**config.mk**
```make
export PLATFORM = sky130hd
export DESIGN_NAME = lcws_div
export DESIGN_NICKNAME = d
export VERILOG_FILES = /design/src/hw/rtl/lcws_pkg.sv /design/src/hw/rtl/lcws_div.sv
export SDC_FILE = /design/constraint.sdc
export NUM_CORES = 1
export LEC_CHECK = 0
export BUFFER_PORTS_ARGS = -buffer_cell sky130_fd_sc_hd__buf_2
export CORE_MARGIN = 2
export CORE_UTILIZATION = 48
export CTS_BUF_LIST = sky130_fd_sc_hd__clkbuf_8
export CTS_CLUSTER_SIZE = 8
export DETAILED_ROUTE_END_ITERATION = 10
export PLACE_DENSITY = 0.68
export SLEW_MARGIN = 25
export SYNTH_ARGS = -nofsm -noshare
export SYNTH_HDL_FRONTEND = slang
export SYNTH_SLANG_ARGS = --single-unit
```
**constraint.sdc**
```tcl
create_clock -name clk -period 4.5 [get_ports clk]
set_clock_uncertainty 0.2 [all_clocks]
set_input_delay 1.35 -clock clk [delete_from_list [all_inputs] [get_ports clk]]
set_output_delay 1.35 -clock clk [all_outputs]
set_load 0.03 [all_outputs]
```
**src/hw/rtl/lcws_pkg.sv**
```systemverilog
package lcws_pkg;

  // Window sizes and trim
  localparam int LONG_DEPTH     = 64;
  localparam int SHORT_DEPTH    = 8;
  localparam int TRIM_EACH_SIDE = 2;

  // Field widths
  localparam int RAW_W      = 24;
  localparam int NET_W      = RAW_W + 1;
  localparam int TIME_W     = 32;
  localparam int CPK_W      = 32;
  localparam int MS_W       = 16;
  localparam int WT_W       = 48;
  localparam int SPR_W      = 47;
  localparam int CFG_IDX_W  = 8;
  localparam int CFG_DATA_W = 32;

  // Ring addressing and counts
  localparam int LONG_AW   = (LONG_DEPTH > 1) ? $clog2(LONG_DEPTH) : 1;
  localparam int SHORT_AW  = (SHORT_DEPTH > 1) ? $clog2(SHORT_DEPTH) : 1;
  localparam int MAX_DEPTH = (LONG_DEPTH > SHORT_DEPTH) ? LONG_DEPTH : SHORT_DEPTH;
  localparam int CW        = $clog2(MAX_DEPTH + 1);
  localparam int SUM_W     = NET_W + CW;
  localparam int SQ_W      = 64;

  // Serial arithmetic units
  localparam int MUL_A_W    = 64;
  localparam int MUL_B_W    = 32;
  localparam int MUL_CNT_W  = $clog2(MUL_B_W);
  localparam int ROOT_W     = 56;
  localparam int RAD_W      = 2 * ROOT_W;
  localparam int SQ_CNT_W   = $clog2(ROOT_W);
  localparam int NUM_W      = 57;
  localparam int DEN_W      = 40;
  localparam int DIV_CNT_W  = $clog2(NUM_W);
  localparam int FRAC_SHIFT = 24;
  localparam int FRAC_PAD   = RAD_W - SQ_W;

  localparam logic [NUM_W-1:0] POS_MAX = NUM_W'(48'h7FFF_FFFF_FFFF);
  localparam logic [NUM_W-1:0] NEG_MAG = NUM_W'(48'h8000_0000_0000);

  // Register indexes and reset values
  localparam logic [CFG_IDX_W-1:0] REG_TARE     = 8'd0;
  localparam logic [CFG_IDX_W-1:0] REG_CPK      = 8'd1;
  localparam logic [CFG_IDX_W-1:0] REG_STALE    = 8'd2;
  localparam logic [CFG_IDX_W-1:0] REG_INTERVAL = 8'd3;

  localparam logic [RAW_W-1:0] TARE_RESET     = '0;
  localparam logic [CPK_W-1:0] CPK_RESET      = 32'd256;
  localparam logic [MS_W-1:0]  STALE_RESET    = 16'd10000;
  localparam logic [MS_W-1:0]  INTERVAL_RESET = 16'd5000;

  typedef struct packed {
    logic clear;
    logic push;
    logic start;
    logic sel_long;
  } win_ctl_t;

  typedef struct packed {
    logic          done;
    logic [CW-1:0] long_fill;
    logic [CW-1:0] trim_cnt;
  } win_stat_t;

endpackage

```
**src/hw/rtl/lcws_div.sv**
```systemverilog
module lcws_div (
  input  logic                      clk,
  input  logic                      rst,
  input  logic                      start,
  input  logic [lcws_pkg::NUM_W-1:0] num,
  input  logic [lcws_pkg::DEN_W-1:0] den,
  output logic                      done,
  output logic [lcws_pkg::NUM_W-1:0] quo
);
  import lcws_pkg::*;

  logic                 busy;
  logic [DIV_CNT_W-1:0] cnt;
  logic [NUM_W-1:0]     q;
  logic [DEN_W-1:0]     rem;
  logic [DEN_W-1:0]     dv;
  logic [DEN_W:0]       trial;
  logic                 fits;

  // Restoring division, one quotient bit per cycle
  assign trial = {rem, q[NUM_W-1]};
  assign fits  = trial >= {1'b0, dv};

  always_ff @(posedge clk) begin
    if (rst) begin
      busy <= 1'b0;
      done <= 1'b0;
      cnt  <= '0;
    end else begin
      done <= busy && (cnt == DIV_CNT_W'(NUM_W - 1));
      if (start) begin
        busy <= 1'b1;
        cnt  <= '0;
      end else if (busy) begin
        cnt <= cnt + 1'b1;
        if (cnt == DIV_CNT_W'(NUM_W - 1)) begin
          busy <= 1'b0;
        end
      end
    end
  end

  always_ff @(posedge clk) begin
    if (start) begin
      q   <= num;
      rem <= '0;
      dv  <= den;
    end else if (busy) begin
      rem <= fits ? DEN_W'(trial - {1'b0, dv}) : DEN_W'(trial);
      q   <= {q[NUM_W-2:0], fits};
    end
  end

  assign quo = q;
endmodule

```
Word level (Yosys, flattened, before mapping)

Index checks and enable logic that the tools add are counted.

Muxes and demuxes: 6
Reduce and logical (&&, ||, !) cells: 3
$lt $le $gt $ge: 1
Add/subtract/negate cells: 2
Eq/ne operators: 1

Operator list:

| cell                  | number |
|---|---|
| $mux W57              | 2 |
| $ge A41 B40 Y1        | 1 |
| $mux W40              | 1 |
| $sub A40 B40 Y40      | 1 |
| $add A6 B1 Y6 const B | 1 |
| $eq A6 B6 Y1 const B  | 1 |
| $mux W1               | 3 |
| $reduce_bool A2 Y1    | 1 |
| $reduce_or A2 Y1      | 1 |
| $logic_and A1 B1 Y1   | 1 |

Output and inout bits: 58
Input port bits: 100
Word-level logic and storage cells: 19
Register bits after elaboration: 145

Logic depth before layout (Yosys ltp)

Gate-level depths: netlist of run 1.

Word-level depth: 4
Mapped depth: 14
Mapped depth without buffers: 12

Worst setup path before layout of run 1

No wires, ideal clock.

Path type: input to register
Start: input port start
End: register q[0] (netlist: quo[0]) (enable)
Setup time: 0.411 ns
Path buffers: 2
Stages: 4
Required time: 3.889 ns
Arrival time: 3.169 ns
Path slack: 0.720 ns
Path through: clkbuf_1 > clkbuf_1 > nor2_1 > inv_1

Longest elaborated chain between the ends: 1

Ends and longest elaborated chain:

| what                         | line           | RTL |
|---|---|---|
| start, declared              | lcws_div.sv:4  | `input logic start,` |
| $reduce_bool A2 Y1 (no line) | n/a            |  |
| end signal, assigned         | lcws_div.sv:45 | `q <= num;` |
| end signal, assigned         | lcws_div.sv:50 | `q <= {q[NUM_W-2:0], fits};` |
| end, declared                | lcws_div.sv:14 | `logic [NUM_W-1:0] q;` |

No other way between the ends.
A chain may end at the register's enable or synchronous reset.

Final worst setup path of run 1

Start: register rem[33]
End: register rem[16]

Longest elaborated chain between the ends: 2

Ends and longest elaborated chain:

| what                   | line           | RTL |
|---|---|---|
| start, declared        | lcws_div.sv:15 | `logic [DEN_W-1:0] rem;` |
| start signal, assigned | lcws_div.sv:49 | `rem <= fits ? DEN_W'(trial - {1'b0, dv}) : DEN_W'(trial);` |
| $ge A41 B40 Y1         | lcws_div.sv:22 | `assign fits = trial >= {1'b0, dv};` |
| $mux W40               | lcws_div.sv:49 |  |

No other way between the ends.

==> results of run 1 <==
[cell usage in the layout (no fill, tap or decap), drive strengths merged, types with 11 or more instances in the layout]
master	synthesis	final
buf	17	163
edfxtp	97	97
a21oi	70	70
nor2	69	69
inv	57	66
mux2	58	58
dfxtp	48	48
ha	42	42
nand2	41	41
o21ai	31	31
a211oi	27	27
xnor2	20	20
a21o	18	18
mux2i	17	17
clkbuf	21	17
nand3	15	15
xor2	12	12
nor3	11	11
nand2b	11	11
[final cells by class]
type / instances / area [µm²] / share of cell area (%)
Antenna cell: 1 / 2.50 / 0.0263
Clock buffer: 17 / 234 / 2.46
Clock inverter: 15 / 125 / 1.31
Inverter: 57 / 214 / 2.25
Multi-Input combinational cell: 540 / 3960 / 41.5
Sequential cell: 145 / 3870 / 40.7
Tap cell: 220 / 275 / 2.89
Timing Repair Buffer: 163 / 846 / 8.88
[worst min-delay path by stage]
stage,depth (start not counted),slack [ps],to
2_1_floorplan,2,260,cnt[5]$_SDFFE_PP0P_
3_3_place_gp,2,280,cnt[5]$_SDFFE_PP0P_
3_5_place_dp,2,290,rem[35]$_SDFFE_PP0P_
4_1_cts,2,310,rem[1]$_SDFFE_PP0P_
5_1_grt,2,330,rem[8]$_SDFFE_PP0P_
6_report,2,300,rem[1]$_SDFFE_PP0P_
[cell families (layout without fill, tap and decap cells)]
logic type                 after synthesis  after routing  share of synthesized area, %
adders and majority gates               43             43                          6.62
other                                    0              1                             0
DFF                                    145            145                          47.0
and+or+nand+nor                        194            194                          12.0
muxes                                   75             75                          9.99
buffers and inverters                   95            252                          4.99
AOI/OAI and AO/OA                      196            196                          16.0
xor gates and xnor gates                32             32                          3.40
[flip-flops by register name (all words and copies together), names as in the netlist]
register	cells
done	1
quo	57
busy	1
dv	40
rem	40
cnt	6
[per-stage QoR]
step / instance area (µm²) / setup WS (ps) / util, % / total power, mW / hold WS (ps)
after CTS: 9530 / 902 / 57.0 / 3.34 / 305
after floorplan: 8240 / 720 / - / 2.17 / 258
after global routing: 9530 / 645 / 57.0 / 3.47 / 330
after global placement: 9170 / 992 / 54.9 / 2.36 / 285
final: 9530 / 927 / 57.0 / 3.31 / 300
after detailed placement: 9170 / 945 / 54.9 / 2.37 / 289
[power by group]
group	internal (mW)	total (mW)	switching (mW)
Clock	0.397	0.965	0.568
Combinational	0.288	0.745	0.457
Sequential	1.54	1.60	0.0532
[worst max-delay path, cell delays in order, from the launching register on]
cell and delay [ps]:
dfxtp_1 350, ha_1 420, a21oi_1 200, o21bai_1 90, a21oi_2 250, o21a_1 170, o2111ai_1 160, a31oi_4 820
buf_4 400, nor2_1 80, a21oi_1 160, a211oi_1 100
[layer usage]
layer  wire [µm]  part of all wire (%)  track usage [%]
met5           0                     0                0
met4         340                   1.9             6.54
met3        1210                   6.6             5.89
met2        8640                    47             33.3
met1        8040                    44             27.1
==> results.ini, run 1 <==
[cells_and_area]
fill_cells=1507
drive_above_1_share_pct=30.0
layoutNonFillerInstCount=1158
layout.nets=1067
area_growth_pct=15.6

[logic_synthesis]
yosys_warnings=0
synth_ff_type=edfxtp_1
synth_most_common_cell=edfxtp_1
syn-mean-instance-area_um2=10.6
ys_ff_latch=145
yosys-top-cells-count=edfxtp_1, nor2_1, a21oi_1, mux2_2, inv_1
synth_enable_flop_cells=97
yosysUniqueCellTypes=72
syn_area_um2=8240
synth_top_cell_by_area=edfxtp_1
synth_fp_nets=923
seq_area_frac_synth_pct=47.0
synthCells=780
synthTopCellsByArea=edfxtp_1, dfxtp_1, mux2_2, ha_1, a21oi_1
synthArstFlopShare_pct=0
synth_top_area_share_pct=35.3

[setup_path]
rr_worst_depth=11
startpoint_type=flop
cp-end-kind=flop
endpoint=rem[16]$_SDFFE_PP0P_
worstPathArrival_ps=3670
r2r_slack_ps=930
timing.rr.start=rem[33]$_SDFFE_PP0P_
r2r_end=rem[16]$_SDFFE_PP0P_
cp.required_ps=4600
cp_max_fo=34
critPathLaunch=rem[33]$_SDFFE_PP0P_
critPathKind=flop to flop

[timing]
tightest_slew_ps=984
report.final.slew_viol_count=0
tns_ps=0
fmax_mhz=280
final-hold-violation-count=0
max_slew_margin_pct=34.4
rsz0062_at_grt=no
post-route-period-util_pct=79.4
min_period_ps=3570
finalSetupViolCount=0

[clock_tree]
htreeDepth=4
tritoncts=yes
path_clk_slew_ps=90
postCtsSetupBuffers=0
cts.sinks=145
insertion_delay_ps=470
cts_root_buf=clkbuf_8
clockBufferDepth=2
cts_made_buffers=17
cts_resized=0
holdBufCountCts=0

[global_route]
grt.overflow.total=0
grt_pass1_vias=6079
grt_first_pass_wirelength_um=29800
grt_util_all_layers_pct=20.7
antenna_found_initial=1
grt_max_degree=87

[drt]
vias_per_cell=5.49
vias=6358
drt_iter0_drc=518
drc_errors=0
drt_wl_total_um=18200
drtPass1Iterations=5
ant_nets=0
wire_per_inst_um=15.7

[hold_path]
worstHoldPathType=flop to flop
hp-start=rem[1]$_SDFFE_PP0P_

[place]
io_buffer_count=157
hpwl_um=13100
globalplace.congestion=0.894
dp.cells=1125

[power_and_ir_drop]
power_density_nw_per_um2=347
vdd_drop_max_mv=0.195
p_leak_nw=4.04

[die]
die_w_um=135
coreArea_um2=16700
num_rows=47
start_util_pct=49.3
fp.dieH_um=135
dieArea_um2=18200
io-pin-count=158

[status]
status=complete, no violations

[flow_run]
maxCapViolCount=0

(Power assumes the default switching activity.)
==> run 2, diff against run 1 <==
- clock period: 4.5 -> 3.7 ns (I/O delays scaled with it)
==> results.ini, run 2 (synthesis gave the netlist of run 1 again) <==
[timing]
max_slew_margin_pct=56.7  ; +22 points
final-hold-violation-count=0  ; unchanged
tightest_slew_ps=646  ; -338 ps
fmax_mhz=307  ; +9.8%
post-route-period-util_pct=87.9  ; +8.5 points
finalSetupViolCount=0  ; unchanged
tns_ps=0  ; unchanged
report.final.slew_viol_count=0  ; unchanged
rsz0062_at_grt=no
min_period_ps=3250  ; -319 ps

[clock_tree]
cts_root_buf=clkbuf_8
cts_made_buffers=17  ; unchanged
cts_resized=0  ; unchanged
htreeDepth=4  ; unchanged
cts.sinks=145  ; unchanged
path_clk_slew_ps=90  ; about the same
insertion_delay_ps=470  ; about the same
holdBufCountCts=0  ; unchanged
postCtsSetupBuffers=0  ; unchanged
clockBufferDepth=2  ; unchanged
tritoncts=yes

[power_and_ir_drop]
power_mw=4.12  ; +25%
vdd_drop_max_mv=0.247  ; +27%
p_leak_nw=4.09  ; +1.2%
power_density_nw_per_um2=429  ; +24%

[cells_and_area]
post-route-util_pct=57.6  ; +0.53 points
multi_input_area_um2=3960  ; unchanged
fill_cells=1490  ; -1.1%
regArea_um2=3870  ; unchanged
area_growth_pct=16.7
layout.nets=1071  ; +0.37%
design_area_um2=9620  ; +0.93%
final_common_cell=buf_2
drive_above_1_share_pct=30.5  ; +0.51 points
largest_reg_flops=57  ; unchanged
layout_common_cells=buf_2, edfxtp_1, nor2_1

[flow_run]
maxCapViolCount=0  ; unchanged

[global_route]
grt_util_all_layers_pct=21.1  ; +0.43 points
grt_pass1_vias=6267  ; +3.1%
grt_max_degree=58  ; -33%
grt.overflow.total=0  ; unchanged
antenna_found_initial=2  ; +1
grt_first_pass_wirelength_um=30500  ; +2.2%

[drt]
drt_wl_total_um=18800  ; +3.0%
vias=6387  ; +0.46%
drtPass1Iterations=5  ; unchanged
drc_errors=0  ; unchanged
vias_per_cell=5.50  ; +0.11%
ant_nets=0  ; unchanged
drt_iter0_drc=452  ; -13%
wire_per_inst_um=16.2  ; +2.6%

[setup_path]
worstPathArrival_ps=3450  ; -220 ps
startpoint_type=flop
cp.required_ps=3900  ; -700 ps
cp_max_fo=7  ; -79%
cp-end-kind=flop
critPathKind=flop to flop

[status]
status=complete, no violations

[die]
die_w_um=135  ; unchanged
start_util_pct=49.3  ; unchanged
fp.dieH_um=135  ; unchanged
coreArea_um2=16700  ; unchanged
num_rows=47  ; unchanged
dieArea_um2=18200  ; unchanged
io-pin-count=158  ; unchanged

[hold_path]
worstHoldPathType=flop to flop

[place]
hpwl_um=13600  ; +3.5%
globalplace.congestion=0.957  ; +7.1%
io_buffer_count=157  ; unchanged
place_area_um2=9220  ; +0.60%

[run 2: cell types whose count changed in the layout (fill, tap and decap cells not counted), sizes merged]
cell      previous run  this run
buf                163       167
inv                 66        64
bufinv               0         1
clkbuf              17        18
clkinv               3         4
clkinvlp             3         2
[run 2: metal layers]
layer	vias up	share of wire (%)	GRT usage [%]
met5	-	0	0
li1	3155	-	-
met4	0	1.8	7.47
met1	3036	44	26.2
met3	31	5.6	5.44
met2	165	49	35.7
[run 2: power breakdown]
group	internal (mW)	leakage (nW)	switching (mW)	total [mW]
clock network	0.572	0.196	0.695	1.27
logic	0.356	2.54	0.554	0.910
registers	1.88	1.36	0.0710	1.95
[run 2: metrics by stage]
stage | setup WS, ps | std cells | hold WS (ps)
floorplan | 160 | 780 | 258
global placement | 595 | 1129 | 276
detailed placement | 453 | 1129 | 289
CTS | 460 | 1161 | 304
global route | 193 | 1161 | 326
finish | 446 | 1162 | 296
[run 2: layout make-up]
| type | instances | share of cell area, % |
|---|---|---|
| Multi-Input combinational cell | 540 | 41.1 |
| Sequential cell | 145 | 40.3 |
| Timing Repair Buffer | 167 | 9.37 |
| Tap cell | 220 | 2.86 |
| Clock buffer | 18 | 2.58 |
| Inverter | 57 | 2.22 |
| Clock inverter | 14 | 1.51 |
| Antenna cell | 1 | 0.0260 |
[run 2: path summary, 6_finish.rpt]
| check | startpoint | to | slack [ps] | cells past startpoint |
|---|---|---|---|---|
| hold reg to reg | rem[1]$_SDFFE_PP0P_ | rem[1]$_SDFFE_PP0P_ | 300 | 2 |
| setup reg to reg | quo[56]$_DFFE_PP_ | rem[34]$_SDFFE_PP0P_ | 450 | 12 |
| setup / recovery | quo[56]$_DFFE_PP_ | rem[34]$_SDFFE_PP0P_ | 450 | 12 |
| hold / removal | rem[1]$_SDFFE_PP0P_ | rem[1]$_SDFFE_PP0P_ | 300 | 2 |
[run 2: critical path, cell delays in order (launching register included)]
cell and delay (ps):
edfxtp_1 380, inv_1 60, ha_1 210, fa_1 390, nand2b_1 170, a21o_1 190
a21bo_1 210, a21o_1 190, nand4_1 100, o211ai_1 270, o21ai_0 290, mux2_2 360
o211ai_1 150
==> run 3, diff against run 2 <==
- CORE_UTILIZATION: 48 -> 50
- PLACE_DENSITY: 0.68 -> 0.7
==> results.ini, run 3 (synthesis gave the netlist of run 1 again) <==
[die]
die_w_um=132  ; -2.0%
start_util_pct=51.5  ; +2.2 points
fp.dieH_um=132  ; -2.0%
coreArea_um2=16000  ; -4.2%
dieArea_um2=17500  ; -3.9%
num_rows=46  ; -2.1%
io-pin-count=158  ; unchanged

[hold_path]
worstHoldPathType=flop to flop
hold_path_end=cnt[5]$_SDFFE_PP0P_
holdPathStages=2  ; unchanged
hp-start=cnt[5]$_SDFFE_PP0P_

[timing]
tightest_slew_ps=741  ; +95.5 ps
tns_ps=0  ; unchanged
fin_ws_ps=262  ; -185 ps
max_slew_margin_pct=50.4  ; -6.4 points
report.final.slew_viol_count=0  ; unchanged
final-hold-violation-count=0  ; unchanged
rsz0062_at_grt=no
min_period_ps=3440  ; +185 ps
fmax_mhz=291  ; -5.4%
post-route-period-util_pct=92.9  ; +5.0 points
finalSetupViolCount=0  ; unchanged

[clock_tree]
htreeDepth=4  ; unchanged
path_clk_slew_ps=90  ; about the same
tritoncts=yes
cts_root_buf=clkbuf_8
insertion_delay_ps=460  ; about the same
postCtsSetupBuffers=0  ; unchanged
clockBufferDepth=2  ; unchanged
cts_made_buffers=17  ; unchanged
holdBufCountCts=0  ; unchanged
cts.sinks=145  ; unchanged
cts_resized=0  ; unchanged

[setup_path]
r2r_end=rem[34]$_SDFFE_PP0P_
cp_max_fo=7  ; unchanged
cpPeakStageDelay_ps=410  ; +20 ps
critPathKind=flop to flop
rr_worst_depth=12  ; unchanged
r2r_slack_ps=260  ; -180 ps
cp_slowest_cell=edfxtp_1
timing.rr.start=quo[56]$_DFFE_PP_
worstPathArrival_ps=3620  ; +170 ps
cp_cell_sequence=inv_1 -> ha_1 -> fa_1 -> nand2b_1 -> a21o_1 -> a21bo_1 -> a21o_1 -> nand4_1 -> o211ai_1 -> o21ai_0 -> mux2_2 -> o211ai_1
cp.required_ps=3880  ; -20 ps
startpoint_type=flop
cp-end-kind=flop

[place]
globalplace.congestion=0.881  ; -8.0%
pre_cts_ws_ps=330  ; -123 ps
dp.cells=1124  ; -0.44%
hpwl_um=13900  ; +2.4%
io_buffer_count=157  ; unchanged

[global_route]
grt_pass1_vias=6205  ; -0.99%
grt_max_degree=67  ; +16%
grt_util_all_layers_pct=22.0  ; +0.93 points
grt_first_pass_wirelength_um=31200  ; +2.4%
grt.overflow.total=0  ; unchanged
antenna_found_initial=0  ; -2

[power_and_ir_drop]
seqPwrFrac_pct=49.0  ; +1.8 points
switching_power_mw=1.29  ; -2.4%
switching_share_pct=32.3  ; +0.27 points
vdd_drop_max_mv=0.317  ; +28%
power_density_nw_per_um2=418  ; -2.5%
power_mw=3.99  ; -3.3%
combPwrFrac_pct=22.7  ; +0.6 points
clkPwrFrac_pct=28.3  ; -2.4 points
p_leak_nw=4.06  ; -0.72%
p_int_mw=2.70  ; -3.6%

[drt]
ant_nets=0  ; unchanged
vias_per_cell=5.48  ; -0.33%
drtPass1Iterations=5  ; unchanged
wire_per_inst_um=16.3  ; +0.73%
drt_iter0_drc=449  ; -0.66%
drt_wl_total_um=18800  ; +0.21%
vias=6333  ; -0.85%
drc_errors=0  ; unchanged

[flow_run]
maxCapViolCount=0  ; unchanged

[cells_and_area]
largest_reg_flops=57  ; unchanged
post-route-util_pct=59.6  ; +2.1 points
area_growth_pct=15.8
final_common_cell=buf_2
layout_common_cells=buf_2, edfxtp_1, nor2_1
layout.nets=1070  ; -0.093%
layoutNonFillerInstCount=1156  ; -0.52%
num_antenna_cells=0  ; -1
drive_above_1_share_pct=30.2  ; -0.29 points

[status]
status=complete, no violations

[run 3: layout make-up]
cell class | instances | area [µm²]
fillers | 1437 | 6460
flip-flops and latches | 145 | 3870
multi-input cells | 540 | 3960
repair buffers | 166 | 881
clock buffers | 17 | 234
well taps | 216 | 270
clock inverters | 15 | 113
inverters | 57 | 214
[run 3: how the worst max path moves through the flow]
stage	start	end	slack (ps)	cells after the start
6_report	quo[56]$_DFFE_PP_	rem[34]$_SDFFE_PP0P_	260	12
5_1_grt	quo[56]$_DFFE_PP_	rem[34]$_SDFFE_PP0P_	120	12
4_1_cts	quo[56]$_DFFE_PP_	rem[34]$_SDFFE_PP0P_	310	12
3_5_place_dp	quo[56]$_DFFE_PP_	rem[34]$_SDFFE_PP0P_	330	12
3_3_place_gp	quo[56]$_DFFE_PP_	rem[34]$_SDFFE_PP0P_	360	12
2_1_floorplan	start	quo[0]$_DFFE_PP_	160	4
[run 3: metrics by stage]
step | hold WS (ps) | cell area (µm²)
floorplan | 258 | 8240
global placement | 276 | 9200
finish | 294 | 9540
global route | 321 | 9540
CTS | 300 | 9540
detailed placement | 283 | 9200
[run 3: per-layer routing]
| layer | wire, µm | track usage [%] | vias to the layer above |
|---|---|---|---|
| li1 | - | - | 3149 |
| met4 | 264 | 6.87 | 0 |
| met1 | 8770 | 29.3 | 2977 |
| met3 | 1140 | 6.50 | 20 |
| met5 | 0 | 0 | - |
| met2 | 8640 | 34.9 | 187 |
[run 3: power by group through the flow]
stage,Sequential [mW],Clock [mW],Combinational (mW)
after floorplan,2.10,0,0.536
after global placement,1.99,0,0.901
after detailed placement,1.99,0,0.906
after CTS,1.96,1.16,0.908
after global routing,1.97,1.23,0.997
final,1.95,1.13,0.907
[run 3: worst max-delay path: cells and delay by family (launching register included)]
family | cells | cell delay, ps
buffers and inverters | 1 | 70
DFF | 1 | 410
muxes | 1 | 380
AOI/OAI and AO/OA | 6 | 1430
adders and majority gates | 2 | 620
and+or+nand+nor | 2 | 270
